$ cat config.mk
export PLATFORM = sky130hd
export DESIGN_NAME = clock_page_replacement
export DESIGN_NICKNAME = d
export VERILOG_FILES = /design/src/rtl/core/cpr_pkg.sv /design/src/rtl/core/cpr_datapath.sv /design/src/rtl/core/cpr_ctrl.sv /design/src/rtl/core/clock_page_replacement.sv
export SDC_FILE = /design/constraint.sdc
export NUM_CORES = 2
export LEC_CHECK = 0
export BUFFER_PORTS_ARGS = -buffer_cell sky130_fd_sc_hd__buf_2
export CAP_MARGIN = 20
export CORE_UTILIZATION = 44
export DETAILED_ROUTE_END_ITERATION = 12
export GPL_TIMING_DRIVEN = 0
export PLACE_DENSITY = 0.64
export SYNTH_ARGS = -nofsm -noshare
export SYNTH_HDL_FRONTEND = slang
export SYNTH_SLANG_ARGS = --single-unit
$ cat constraint.sdc
create_clock -name clk_i -period 5.8 [get_ports clk_i]
set_input_delay 0.87 -clock clk_i [delete_from_list [all_inputs] [get_ports clk_i]]
set_output_delay 0.87 -clock clk_i [all_outputs]
set_load 0.05 [all_outputs]
$ cat src/rtl/core/cpr_pkg.sv
// Shared types and constants for the clock page replacement block.
`default_nettype none

package cpr_pkg;

  // Field widths of the input and result beats
  localparam int PageW   = 6;
  localparam int FrameW  = 8;
  localparam int OwnerW  = 8;

  // Configuration port
  localparam int CfgIdxW  = 1;
  localparam int CfgDataW = 8;
  localparam logic [CfgIdxW-1:0] CfgPolicy  = 1'b0;
  localparam logic [CfgIdxW-1:0] CfgProcess = 1'b1;

  // Command codes
  localparam logic [1:0] CmdRead    = 2'd0;
  localparam logic [1:0] CmdWrite   = 2'd1;
  localparam logic [1:0] CmdInstall = 2'd2;
  localparam logic [1:0] CmdReplace = 2'd3;

  // Input beat
  typedef struct packed {
    logic [1:0]        command;
    logic [PageW-1:0]  page;
    logic [FrameW-1:0] frame;
  } in_beat_t;

  // Result beat
  typedef struct packed {
    logic [PageW-1:0]  victim_page;
    logic [FrameW-1:0] victim_frame;
    logic              needs_writeback;
    logic [OwnerW-1:0] owner;
    logic              status;
  } out_beat_t;

  // Controller to datapath commands
  typedef struct packed {
    logic latch_in;
    logic ref_cmp;
    logic install;
    logic scan_step;
    logic search_init;
    logic search_step;
    logic vic_read;
    logic vic_commit;
    logic res_zero;
    logic res_empty;
    logic push;
  } ctrl_cmd_t;

  // Datapath to controller status
  typedef struct packed {
    logic is_ref;
    logic is_install;
    logic page_ok;
    logic frame_ok;
    logic ptr_last;
    logic cnt_zero;
    logic found;
    logic out_free;
  } ctrl_stat_t;

endpackage

`default_nettype wire

$ cat src/rtl/core/cpr_datapath.sv
// Page table storage, scan counters, frame memory and result registers.
`default_nettype none

module cpr_datapath import cpr_pkg::*; #(
  parameter int PAGES  = 64,
  parameter int FRAMES = 256
) (
  input  wire logic                clk_i,
  input  wire logic                rst_ni,
  input  wire in_beat_t            in_data_i,
  input  wire logic                cfg_we_i,
  input  wire logic [CfgIdxW-1:0]  cfg_index_i,
  input  wire logic [CfgDataW-1:0] cfg_data_i,
  input  wire ctrl_cmd_t           cmd_i,
  output ctrl_stat_t               stat_o,
  input  wire logic                out_stall_i,
  output logic                     out_valid_o,
  output out_beat_t                out_data_o
);

  localparam int PW = $clog2(PAGES);
  localparam int HW = $clog2(PAGES + 1);
  localparam logic [PW-1:0] LastPage  = PW'(PAGES - 1);
  localparam logic [1:0]    ClearPass = 2'd1;
  localparam logic [1:0]    LastPass  = 2'd3;
  localparam out_beat_t     EmptyResult = '{victim_page: '0, victim_frame: '0,
                                            needs_writeback: 1'b0, owner: '0,
                                            status: 1'b1};

  // Latched input beat and configuration
  in_beat_t          in_q;
  logic              policy_q;
  logic [OwnerW-1:0] proc_q;

  // Per-page flags and frame memory
  logic [PAGES-1:0]  present_q, used_q, dirty_q;
  logic [FrameW-1:0] frame_mem [PAGES];
  logic [FrameW-1:0] rdata_q;

  // Scan and search counters
  logic [PW-1:0] ptr_q, first_q, hit_q, victim_q;
  logic          first_seen_q, hit_seen_q;
  logic [HW-1:0] cnt_q, hand_q, rank_q, visits_q;
  logic [1:0]    pass_q;

  // Result registers
  out_beat_t res_q, out_q;
  logic      out_valid_q;

  logic [PW-1:0]     page_idx, ptr_next, rd_addr, wr_addr;
  logic [FrameW-1:0] wr_data;
  logic              wr_en;
  logic              cur_present, cur_used, cur_dirty, visit_hit, clear_pass;
  logic [HW-1:0]     rank_inc;
  logic              rank_wrap, visits_last, victim_dirty;
  logic [PAGES-1:0]  present_vic, dirty_vic;

  // Decode of the current slot
  always_comb begin
    page_idx    = PW'(in_q.page);
    ptr_next    = (ptr_q == LastPage) ? '0 : ptr_q + 1'b1;
    cur_present = present_q[ptr_q];
    cur_used    = used_q[ptr_q];
    cur_dirty   = dirty_q[ptr_q];
    clear_pass  = (pass_q == ClearPass);
    visit_hit   = cur_present && !cur_used && (!policy_q || (cur_dirty == pass_q[0]));
    rank_inc    = rank_q + 1'b1;
    rank_wrap   = (rank_inc == cnt_q);
    visits_last = (visits_q == cnt_q - 1'b1);
    victim_dirty = dirty_q[victim_q];
  end

  // Flags after the victim leaves and the new page moves in
  always_comb begin
    present_vic           = present_q;
    present_vic[victim_q] = 1'b0;
    present_vic[page_idx] = 1'b1;
    dirty_vic             = dirty_q;
    dirty_vic[victim_q]   = 1'b0;
    dirty_vic[page_idx]   = 1'b0;
  end

  // Status to the controller
  always_comb begin
    stat_o.is_ref     = (in_q.command == CmdRead) || (in_q.command == CmdWrite);
    stat_o.is_install = (in_q.command == CmdInstall);
    stat_o.page_ok    = int'(in_q.page) < PAGES;
    stat_o.frame_ok   = int'(in_q.frame) < FRAMES;
    stat_o.ptr_last   = (ptr_q == LastPage);
    stat_o.cnt_zero   = (cnt_q == '0);
    stat_o.found      = visit_hit;
    stat_o.out_free   = !out_valid_q || !out_stall_i;
  end

  // Input latch
  always_ff @(posedge clk_i) begin
    if (cmd_i.latch_in) begin
      in_q <= in_data_i;
    end
  end

  // Configuration registers
  always_ff @(posedge clk_i or negedge rst_ni) begin
    if (!rst_ni) begin
      policy_q <= 1'b0;
      proc_q   <= '0;
    end else if (cfg_we_i) begin
      if (cfg_index_i == CfgPolicy) begin
        policy_q <= cfg_data_i[0];
      end
      if (cfg_index_i == CfgProcess) begin
        proc_q <= OwnerW'(cfg_data_i);
      end
    end
  end

  // Frame memory: one write, one registered read
  always_comb begin
    rd_addr = cmd_i.vic_read ? victim_q : ptr_q;
    wr_en   = cmd_i.install || cmd_i.vic_commit;
    wr_addr = page_idx;
    wr_data = cmd_i.install ? in_q.frame : rdata_q;
  end

  always_ff @(posedge clk_i) begin
    rdata_q <= frame_mem[rd_addr];
    if (wr_en) begin
      frame_mem[wr_addr] <= wr_data;
    end
  end

  // Flags, hand and counters
  always_ff @(posedge clk_i or negedge rst_ni) begin
    if (!rst_ni) begin
      present_q    <= '0;
      used_q       <= '0;
      dirty_q      <= '0;
      hand_q       <= '0;
      ptr_q        <= '0;
      cnt_q        <= '0;
      rank_q       <= '0;
      visits_q     <= '0;
      pass_q       <= '0;
      first_q      <= '0;
      hit_q        <= '0;
      victim_q     <= '0;
      first_seen_q <= 1'b0;
      hit_seen_q   <= 1'b0;
    end else begin
      if (cmd_i.latch_in) begin
        ptr_q        <= '0;
        cnt_q        <= '0;
        first_seen_q <= 1'b0;
        hit_seen_q   <= 1'b0;
      end

      // reference: compare one stored frame per step
      if (cmd_i.ref_cmp) begin
        if (cur_present && (rdata_q == in_q.frame)) begin
          used_q[ptr_q] <= 1'b1;
          if (in_q.command == CmdWrite) begin
            dirty_q[ptr_q] <= 1'b1;
          end
        end
        ptr_q <= ptr_next;
      end

      if (cmd_i.install) begin
        present_q[page_idx] <= 1'b1;
        dirty_q[page_idx]   <= 1'b0;
      end

      // count resident pages, find the one the hand points at
      if (cmd_i.scan_step) begin
        if (cur_present) begin
          if (cnt_q == hand_q) begin
            hit_q      <= ptr_q;
            hit_seen_q <= 1'b1;
          end
          if (!first_seen_q) begin
            first_q      <= ptr_q;
            first_seen_q <= 1'b1;
          end
          cnt_q <= cnt_q + 1'b1;
        end
        ptr_q <= ptr_next;
      end

      // hand past the end wraps to the first resident page
      if (cmd_i.search_init) begin
        ptr_q    <= hit_seen_q ? hit_q : first_q;
        rank_q   <= hit_seen_q ? hand_q : '0;
        visits_q <= '0;
        pass_q   <= '0;
      end

      // one page slot per step; absent pages are skipped
      if (cmd_i.search_step) begin
        if (visit_hit) begin
          victim_q <= ptr_q;
          hand_q   <= rank_inc;
        end else begin
          if (cur_present) begin
            if (clear_pass) begin
              used_q[ptr_q] <= 1'b0;
            end
            rank_q <= rank_wrap ? '0 : rank_inc;
            if (visits_last) begin
              visits_q <= '0;
              pass_q   <= pass_q + 1'b1;
            end else begin
              visits_q <= visits_q + 1'b1;
            end
          end
          ptr_q <= ptr_next;
        end
      end

      // victim leaves, new page takes its frame
      if (cmd_i.vic_commit) begin
        present_q        <= present_vic;
        dirty_q          <= dirty_vic;
        used_q[page_idx] <= 1'b1;
      end
    end
  end

  // Pending result
  always_ff @(posedge clk_i) begin
    if (cmd_i.res_zero) begin
      res_q <= '0;
    end else if (cmd_i.res_empty) begin
      res_q <= EmptyResult;
    end else if (cmd_i.vic_commit) begin
      res_q.victim_page     <= PageW'(victim_q);
      res_q.victim_frame    <= rdata_q;
      res_q.needs_writeback <= victim_dirty;
      res_q.owner           <= victim_dirty ? proc_q : '0;
      res_q.status          <= 1'b0;
    end
  end

  // Output register
  always_ff @(posedge clk_i) begin
    if (cmd_i.push) begin
      out_q <= res_q;
    end
  end

  always_ff @(posedge clk_i or negedge rst_ni) begin
    if (!rst_ni) begin
      out_valid_q <= 1'b0;
    end else if (cmd_i.push) begin
      out_valid_q <= 1'b1;
    end else if (!out_stall_i) begin
      out_valid_q <= 1'b0;
    end
  end

  assign out_valid_o = out_valid_q;
  assign out_data_o  = out_q;

`ifndef NO_ASSERTIONS
  a_plain_three_passes: assert property (@(posedge clk_i) disable iff (!rst_ni)
    (cmd_i.search_step && !policy_q) |-> (pass_q != LastPass))
    else $error("plain clock search ran into a fourth pass");

  a_victim_resident: assert property (@(posedge clk_i) disable iff (!rst_ni)
    cmd_i.vic_commit |-> present_q[victim_q])
    else $error("victim page is not resident");

  a_rank_in_range: assert property (@(posedge clk_i) disable iff (!rst_ni)
    cmd_i.search_step |-> ((rank_q < cnt_q) && (visits_q < cnt_q)))
    else $error("search rank or visit count out of range");

  a_push_shows: assert property (@(posedge clk_i) disable iff (!rst_ni)
    cmd_i.push |=> out_valid_q)
    else $error("pushed result not presented");
`endif

endmodule

`default_nettype wire

$ cat src/rtl/core/cpr_ctrl.sv
// Sequencer for references, installs and the victim search.
`default_nettype none

module cpr_ctrl import cpr_pkg::*; (
  input  wire logic       clk_i,
  input  wire logic       rst_ni,
  input  wire logic       in_valid_i,
  output logic            in_stall_o,
  input  wire ctrl_stat_t stat_i,
  output ctrl_cmd_t       cmd_o
);

  typedef enum logic [3:0] {
    ST_IDLE,
    ST_DECODE,
    ST_REF_RD,
    ST_REF_CMP,
    ST_PRESCAN,
    ST_SEARCH_INIT,
    ST_SEARCH,
    ST_VIC_RD,
    ST_VIC_WR,
    ST_DONE
  } state_e;

  state_e state_q, state_d;

  // Next state and commands
  always_comb begin
    state_d = state_q;
    cmd_o   = '0;
    unique case (state_q)
      ST_IDLE: begin
        if (in_valid_i) begin
          cmd_o.latch_in = 1'b1;
          state_d        = ST_DECODE;
        end
      end
      ST_DECODE: begin
        priority if (stat_i.is_ref) begin
          state_d = ST_REF_RD;
        end else if (stat_i.is_install) begin
          cmd_o.install  = stat_i.page_ok && stat_i.frame_ok;
          cmd_o.res_zero = 1'b1;
          state_d        = ST_DONE;
        end else if (!stat_i.page_ok) begin
          cmd_o.res_zero = 1'b1;
          state_d        = ST_DONE;
        end else begin
          state_d = ST_PRESCAN;
        end
      end
      ST_REF_RD: begin
        state_d = ST_REF_CMP;
      end
      ST_REF_CMP: begin
        cmd_o.ref_cmp = 1'b1;
        if (stat_i.ptr_last) begin
          cmd_o.res_zero = 1'b1;
          state_d        = ST_DONE;
        end else begin
          state_d = ST_REF_RD;
        end
      end
      ST_PRESCAN: begin
        cmd_o.scan_step = 1'b1;
        if (stat_i.ptr_last) begin
          state_d = ST_SEARCH_INIT;
        end
      end
      ST_SEARCH_INIT: begin
        if (stat_i.cnt_zero) begin
          cmd_o.res_empty = 1'b1;
          state_d         = ST_DONE;
        end else begin
          cmd_o.search_init = 1'b1;
          state_d           = ST_SEARCH;
        end
      end
      ST_SEARCH: begin
        cmd_o.search_step = 1'b1;
        if (stat_i.found) begin
          state_d = ST_VIC_RD;
        end
      end
      ST_VIC_RD: begin
        cmd_o.vic_read = 1'b1;
        state_d        = ST_VIC_WR;
      end
      ST_VIC_WR: begin
        cmd_o.vic_commit = 1'b1;
        state_d          = ST_DONE;
      end
      ST_DONE: begin
        if (stat_i.out_free) begin
          cmd_o.push = 1'b1;
          state_d    = ST_IDLE;
        end
      end
      default: begin
        state_d = ST_IDLE;
      end
    endcase
  end

  // State register
  always_ff @(posedge clk_i or negedge rst_ni) begin
    if (!rst_ni) begin
      state_q <= ST_IDLE;
    end else begin
      state_q <= state_d;
    end
  end

  assign in_stall_o = (state_q != ST_IDLE);

endmodule

`default_nettype wire

$ cat src/rtl/core/clock_page_replacement.sv
// Top level of the clock page replacement block.
//
// Input channel in_valid_i / in_stall_o / in_data_i carries one command beat:
// read or write reference by frame, install of a page into a frame, or
// replace. Every beat gives exactly one result beat on out_valid_o /
// out_stall_i / out_data_o, in order. The block handles one beat at a time;
// in_stall_o is low only while the sequencer is idle.
// Steps from accepting a beat to loading the result register:
//   install or out-of-range page: decode only
//   read or write reference: one frame memory read and compare per page
//     slot, through the single registered read port
//   replace: a counting scan over every page slot, the search set-up, the
//     search steps (one page slot per cycle), the victim read and the commit
// The next input beat is taken once the result is in the output register.
// A finished result sits in the output register while out_stall_i is high;
// the next input beat is still taken and processed, and its result waits
// until the output register frees up.
// Configuration (cfg_we_i, cfg_index_i, cfg_data_i) must be written while idle;
// the block does not enforce it. Reset (rst_ni low) clears all page flags, the
// clock hand, config registers and output valid; no clearing pass is needed.
`default_nettype none

module clock_page_replacement import cpr_pkg::*; #(
  parameter int PAGES  = 64,
  parameter int FRAMES = 256
) (
  input  wire logic                clk_i,
  input  wire logic                rst_ni,
  input  wire logic                in_valid_i,
  output logic                     in_stall_o,
  input  wire in_beat_t            in_data_i,
  output logic                     out_valid_o,
  input  wire logic                out_stall_i,
  output out_beat_t                out_data_o,
  input  wire logic                cfg_we_i,
  input  wire logic [CfgIdxW-1:0]  cfg_index_i,
  input  wire logic [CfgDataW-1:0] cfg_data_i
);

  ctrl_cmd_t  cmd;
  ctrl_stat_t stat;

  // Sequencer
  cpr_ctrl u_ctrl (
    .clk_i      (clk_i),
    .rst_ni     (rst_ni),
    .in_valid_i (in_valid_i),
    .in_stall_o (in_stall_o),
    .stat_i     (stat),
    .cmd_o      (cmd)
  );

  // Storage and datapath
  cpr_datapath #(
    .PAGES  (PAGES),
    .FRAMES (FRAMES)
  ) u_datapath (
    .clk_i       (clk_i),
    .rst_ni      (rst_ni),
    .in_data_i   (in_data_i),
    .cfg_we_i    (cfg_we_i),
    .cfg_index_i (cfg_index_i),
    .cfg_data_i  (cfg_data_i),
    .cmd_i       (cmd),
    .stat_o      (stat),
    .out_stall_i (out_stall_i),
    .out_valid_o (out_valid_o),
    .out_data_o  (out_data_o)
  );

endmodule

`default_nettype wire

== After elaboration in Yosys (flattened, before gate mapping) ==
Memories as Yosys holds them, arrays and structs flattened. A register that Yosys moved wholly into a read port is not among the register bits.
Cells that the tools add are included.

* Add/sub/neg operators: 6
* Multiply operators: 0
* Divide/modulo/power cells: 0
* Order comparisons: 6
* Equal/unequal tests: 23
* Shift-type cells: 0
* Multiplexer cells: 99
* Bitwise gates (word level): 15
* Reductions and logical operators: 27

{| class="wikitable"
|+ Operators with widths
! cell !! number
|-
| $mux W64 || 14
|-
| $and A64 B64 Y64 || 5
|-
| $or A64 B64 Y64 || 5
|-
| $not A64 Y64 || 3
|-
| $mux W7 || 14
|-
| $mux W6 || 9
|-
| $pmux W4 S10 || 1
|-
| $mux W1 || 38
|-
| $mux W4 || 8
|-
| $bmux W1 S6 || 4
|-
| $add A7 B1 Y7 const B || 3
|-
| $eq A7 B7 Y1 || 3
|-
| $lt A6 B7 Y1 const B || 3
|-
| $demux W1 S6 || 3
|-
| $ge A6 B1 Y1 const B || 3
|-
| $eq A4 B3 Y1 const B || 4
|-
| $mux W8 || 2
|-
| $mux W2 || 5
|-
| $eq A4 B2 Y1 const B || 2
|-
| $eq A4 B4 Y1 const B || 2
|-
| $eq A8 B8 Y1 || 1
|-
| $logic_not A7 Y1 || 1
|-
| $sub A7 B1 Y7 const B || 1
|-
| $add A6 B1 Y6 const B || 1
|-
| 21 further kinds || 41
|}

* Register bits: 326
* Latch bits: 0
* Bits in writable memories: 512
* Bits in read-only memories: 0
* Bits of input ports: 30
* Output and inout port bits: 26
* Logic and storage cells: 208
* Memories kept: 1

{| class="wikitable"
|+ Memory list
! name !! depth !! bits a word !! rd ports !! clocked after Yosys merged registers in !! wr ports !! RTL line !! RTL
|-
| u_datapath.frame_mem || 64 || 8 || 1 || 1 || 1 || cpr_datapath.sv:37 || <nowiki>logic [FrameW-1:0] frame_mem [PAGES];</nowiki>
|}

== Longest topological paths before layout ==
* Depth after elaboration: 14
* Gate-level depth with buffers: 14
* Mapped depth without buffers: 10

== Modules after synthesis ==
A second synthesis with hierarchy kept.

* Cells, all modules: 2837
* Area, all modules: 37718.7 um^2

{| class="wikitable"
|+ Modules (own cells, without submodules)
! module !! times used !! cells each !! area an instance (um^2) !! sequential area each (um^2)
|-
| cpr_datapath || 1 || 2784 || 37324.5 || 23672.7
|-
| cpr_ctrl || 1 || 53 || 394.1 || 100.1
|}

== Least setup slack after synthesis ==
Ideal clock, no wire load.

* Path type: register to register
* Start point: register u_datapath.ptr_q[0]
* End point: register u_datapath.hand_q[3]
* Library setup time: 125 ps
* Arrival time: 3233 ps
* Data required time: 5675 ps
* Path slack: 2442 ps
* Cell stages (with the launch flop): 14
* Buffers on the path: 5
* Clock period less this slack: 3358 ps
* Path through: dfrtp_1 buf_4 buf_8 buf_4 buf_2 mux2_2 a221oi_1 o22ai_1 a21oi_1 nand4_1 nor3_1 and2_0 buf_4 mux2_2

* Longest elaborated chain between the ends: 6
* Elaborated cells between the ends (all ways): 12
* Classes of those cells: eq/ne (1); mux (6); reduce/logical (5)

{| class="wikitable"
|+ RTL lines
! item !! RTL line !! RTL
|-
| start: declaration || cpr_datapath.sv:41 || <nowiki>logic [PW-1:0] ptr_q, first_q, hit_q, victim_q;</nowiki>
|-
| start signal: assignment || cpr_datapath.sv:165 || <nowiki>ptr_q <= ptr_next;</nowiki>
|-
| start signal: assignment || cpr_datapath.sv:186 || <nowiki>ptr_q <= ptr_next;</nowiki>
|-
| start signal: assignment || cpr_datapath.sv:191 || <nowiki>ptr_q <= hit_seen_q ? hit_q : first_q;</nowiki>
|-
| $bmux W1 S6 (on tied branches) || cpr_datapath.sv:64, cpr_datapath.sv:63 ||
|-
| $mux W1 (on tied branches) || cpr_datapath.sv:64, cpr_datapath.sv:63 ||
|-
| $eq A1 B1 Y1 or $logic_not A1 Y1 (tied branches) || cpr_datapath.sv:66 || <nowiki>visit_hit = cur_present && !cur_used && (!policy_q || (cur_dirty == pass_q[0]));</nowiki>
|-
| $logic_or A1 B1 Y1 or $logic_and A1 B1 Y1 (tied branches) || cpr_datapath.sv:66 ||
|-
| $logic_and A1 B1 Y1 * || cpr_datapath.sv:66 ||
|-
| $reduce_and A2 Y1 (no source line) * || n/a ||
|-
| end signal: assignment || cpr_datapath.sv:201 || <nowiki>hand_q <= rank_inc;</nowiki>
|-
| end: declaration || cpr_datapath.sv:43 || <nowiki>logic [HW-1:0] cnt_q, hand_q, rank_q, visits_q;</nowiki>
|}

Mark *: on every way between the ends. The rest lies on a longest branch, timed or not. The select of a mux whose other input is x is not followed.
A chain may end at the register's enable or synchronous reset.

== Worst setup path after layout ==
* Start point: register u_datapath.ptr_q[1]
* End point: register u_datapath.rdata_q[2], read port of u_datapath.frame_mem

* Longest elaborated chain between the ends: 1

{| class="wikitable"
|+ RTL lines
! item !! RTL line !! RTL
|-
| $mux W6 || cpr_datapath.sv:119 || <nowiki>rd_addr = cmd_i.vic_read ? victim_q : ptr_q;</nowiki>
|-
| end: declaration || cpr_datapath.sv:38 || <nowiki>logic [FrameW-1:0] rdata_q;</nowiki>
|}

Every way passes these cells.

==> run_results.csv <==
group,metric,value,unit
route,routed_wirelength,124000,um
worst_setup_path,r2r_cells,12,
floorplan,core.rowCount,106,
floorplan,start_util,0.447,
worst_setup_path,cp_slowest_cell,"o311ai_0",
route,vias,27000,
logic_synthesis,ys_ff_latch,846,
worst_setup_path,critical_path.max_stage_delay,970,ps
logic_synthesis,synth_top_family_by_area,"multiplexers",
logic_synthesis,synth_mux_area_frac,0.123,
clock_tree,cts_hold_buf,0,
global_routing,grtUsageMet3,0.0866,
logic_synthesis,ys_seq_area_frac,0.633,
layout,drive_gt1_frac,0.160,
logic_synthesis,netlist-cell-type-count,75,
worst_setup_path,worstPathArrival,6170,ps
timing,fin_crit,5710,ps
layout,diodes,0,
timing,finalSetupViolCount,0,
timing,hold_ws,184,ps
worst_setup_path,crit_fanout,10,
global_routing,grt.overflow.total,0,
logic_synthesis,syn_area,37600,um2
layout,area_growth,13.9,%
worst_setup_path,critical_path.endpoint,"u_datapath.rdata_q[2]",
layout,fillerInstances,7149,
logic_synthesis,synth_flop_cell,"edfxtp_1",
logic_synthesis,synth_nets,2828,
logic_synthesis,yosysWarnings,0,
logic_synthesis,synthArstFlopShare,0.310,
clock_tree,cts.htree.levels,3,
clock_tree,cts_resized,0,
timing,maxSlewViolCount,0,
floorplan,die_area,86500,um2
power_and_ir_drop,p_leak,15.8,nW
clock_tree,cts_tree,"done",
floorplan,die_y,294,um
worst_setup_path,path_depth,12,
place,place_congestion,1.07,
floorplan,core,84100,um2
place,dp_hpwl,86700,um
worst_setup_path,critical-path-top-delay-family,"buffers and inverters",
logic_synthesis,synth_top_area_cell,"edfxtp_1",
timing,fmax,0.175,GHz
floorplan,die_width,294,um
timing,rsz0062_at_grt,"no",
worst_setup_path,reg2reg_to,"u_datapath.rdata_q[2]",
worst_setup_path,path_buf_inv,6,
route,drc,0,
place,port_buffers,55,
worst_setup_path,startpoint_type,"register",
global_routing,grt_pass1_wl,179000,um
worst_setup_path,r2r-start,"u_datapath.ptr_q[1]",
logic_synthesis,synth_fa_ha_area_frac,0.00200,
run,maxCapViolCount,0,
global_routing,grt_pass1_vias,26400,
clock_tree,cts_sinks,846,
timing,fin_skew,44.1,ps
clock_tree,clkTransAtPathRegs,70,ps
logic_synthesis,synth_xor_area_frac,0.0100,
clock_tree,root_buffer,"clkbuf_16",
worst_setup_path,crit_type,"reg2reg",
logic_synthesis,synth_area_leaders,"edfxtp_1 44%, dfrtp_1 17%, mux4_2 8.7%, nand2_1 3.3%, a22oi_1 2.5%",
clock_tree,insertion_delay,670,ps
logic_synthesis,synthSimpleGateAreaFrac,0.0922,
clock_tree,postCtsSetupRepairBufs,0,
floorplan,ios,56,
global_routing,grt_max_degree,122,
route,first_pass_iters,7,
timing,setup_ws,86.4,ps
timing,finalCritPeriodShare,0.985,
layout,nets,3007,
clock_tree,numCtsBuffers,89,
route,ant_nets,0,
timing,hold_viol,0,
timing,relSlewSlack,0.166,
worst_setup_path,worstPathRequired,6260,ps
timing,worst_slew_pin_slew,1250,ps
worst_setup_path,end_kind,"register",
power_and_ir_drop,worst_ir_drop_vdd,0.232,mV
route,vias_per_cell,6.45,
global_routing,grtUsageMet1,0.388,
worst_setup_path,path_common_cell,"clkbuf_1",
global_routing,grtUsageTotal,0.285,
logic_synthesis,synth_top_area_share,0.441,
layout,register_area,23800,um2
power_and_ir_drop,p_per_area,438,nW/um2
logic_synthesis,syn_avg_cell_area,13.4,um2
logic_synthesis,synth-edff-count,552,
route,drt-wirelength-per-cell,29.7,um
place,pre_cts_slack,242,ps
layout,multiInputGateArea,12700,um2
hold_path,hp-class,"in2async",
global_routing,use_met2,0.428,
logic_synthesis,synth_compound_area_frac,0.110,
worst_setup_path,regToRegSetupSlack,90,ps
global_routing,antenna_found_initial,0,
route,first_iter_violations,3987,
clock_tree,clk_path_buf_depth,3,
worst_setup_path,path_cells,"buf_2, buf_2, clkbuf_1, clkbuf_1, mux2i_1, clkbuf_1, buf_1, mux4_2, nand2_1, nand3_1, nand3_1, o311ai_0",
worst_setup_path,cp-startpoint,"u_datapath.ptr_q[1]",
logic_synthesis,synthCells,2792,
global_routing,busiest_layer,"met2",
status,status,"complete, no violations",
## per-stage QoR
stage / instance area [um2] / power, W / util / cells / setup TNS [ps]
2_1_floorplan: 37600 / 0.0109 / - / 2792 / 0
3_3_place_gp: 39200 / 0.0126 / 0.467 / 3981 / -231350
3_5_place_dp: 39600 / 0.0128 / 0.470 / 4002 / 0
4_1_cts: 42600 / 0.0186 / 0.506 / 4169 / 0
5_1_grt: 42800 / 0.0193 / 0.508 / 4181 / 0
6_report: 42800 / 0.0187 / 0.508 / 4181 / 0
## kinds of logic after synthesis
group           after synthesis
compound gates              614
xor+xnor                     43
fa+ha+maj                     6
buf+inv                     280
flops                       846
mux                         263
simple gates                740
## registers in the layout, indices dropped and copies added (netlist names), 7 cells and up
signal	count
u_datapath.frame_mem	512
u_datapath.visits_q	7
u_datapath.used_q	64
u_datapath.out_data_o	24
u_datapath.in_q	10
u_datapath.rdata_q	8
u_datapath.cnt_q	7
u_datapath.dirty_q	64
u_datapath.proc_q	8
u_datapath.hand_q	7
u_datapath.res_q	24
u_datapath.rank_q	7
u_datapath.present_q	64
## cells in the mapped netlist (10+ instances only)
cell,instances
a21o_1,14
a21oi_1,112
a22oi_1,124
a31oi_1,10
a32o_1,49
and3_1,33
buf_1,21
buf_2,28
clkbuf_1,157
dfrtp_1,262
dfxtp_1,32
edfxtp_1,552
inv_1,68
mux2_2,50
mux2i_1,62
mux4_2,145
nand2_1,332
nand2b_1,13
nand3_1,91
nand3b_1,14
nor2_1,102
nor2b_1,12
nor3_1,58
nor3b_1,12
o21ai_0,128
o22ai_1,102
or3_1,11
xnor2_1,27
xor2_1,16
## worst min-delay path by stage
stage	endpoint	slack (ps)	startpoint	cells past startpoint
after global routing	u_datapath.used_q[21]	240	rst_ni	1
after detailed placement	u_datapath.out_data_o[7]	420	u_datapath.res_q[7]	0
after CTS	u_datapath.used_q[3]	220	rst_ni	1
final	u_datapath.used_q[18]	180	rst_ni	1
after global placement	u_datapath.out_data_o[5]	410	u_datapath.res_q[5]	0
after floorplan	u_datapath.out_data_o[0]	410	u_datapath.res_q[0]	0
## worst reg2reg max path: cells and delay by family, from the launching register on
kind	cells	cell delay (ps)
buffers and inverters	6	2760
AO/OA/AOI/OAI	1	970
multiplexers	2	740
flip-flops	1	510
AND/OR/NAND/NOR	3	510
## where the power goes
| group | total (W) | switching [W] | internal, W | leakage [nW] |
|---|---|---|---|---|
| combinational | 0.00512 | 0.00337 | 0.00175 | 5.65 |
| sequential | 0.00774 | 0.000259 | 0.00749 | 8.73 |
| clock | 0.00588 | 0.00251 | 0.00337 | 1.45 |
## metal layers
| layer | vias up | routed length, um |
|---|---|---|
| met4 | 0 | 5000 |
| met1 | 13700 | 49400 |
| li1 | 11100 | - |
| met2 | 1854 | 54900 |
| met5 | - | 0 |
| met3 | 299 | 14900 |
## placed cells by master, fill, tap and decap left out, types with 33 or more instances in the layout
master / count
edfxtp_1: 552
nand2_1: 332
dfrtp_1: 262
clkbuf_1: 172
mux4_2: 145
o21ai_0: 128
a22oi_1: 124
a21oi_1: 112
nor2_1: 102
o22ai_1: 102
clkbuf_16: 93
nand3_1: 91
buf_2: 84
inv_1: 68
mux2i_1: 62
nor3_1: 57
mux2_2: 50
a32o_1: 49
and3_1: 33
## final cells by class
class | instances | share of cell area
Sequential cell | 846 | 0.556
Multi-Input combinational cell | 1666 | 0.297
Clock buffer | 116 | 0.0581
Tap cell | 1134 | 0.0332
Buffer | 211 | 0.0200
Timing Repair Buffer | 88 | 0.0168
Clock inverter | 51 | 0.0128
Inverter | 69 | 0.00606
(Power assumes the default switching activity.)
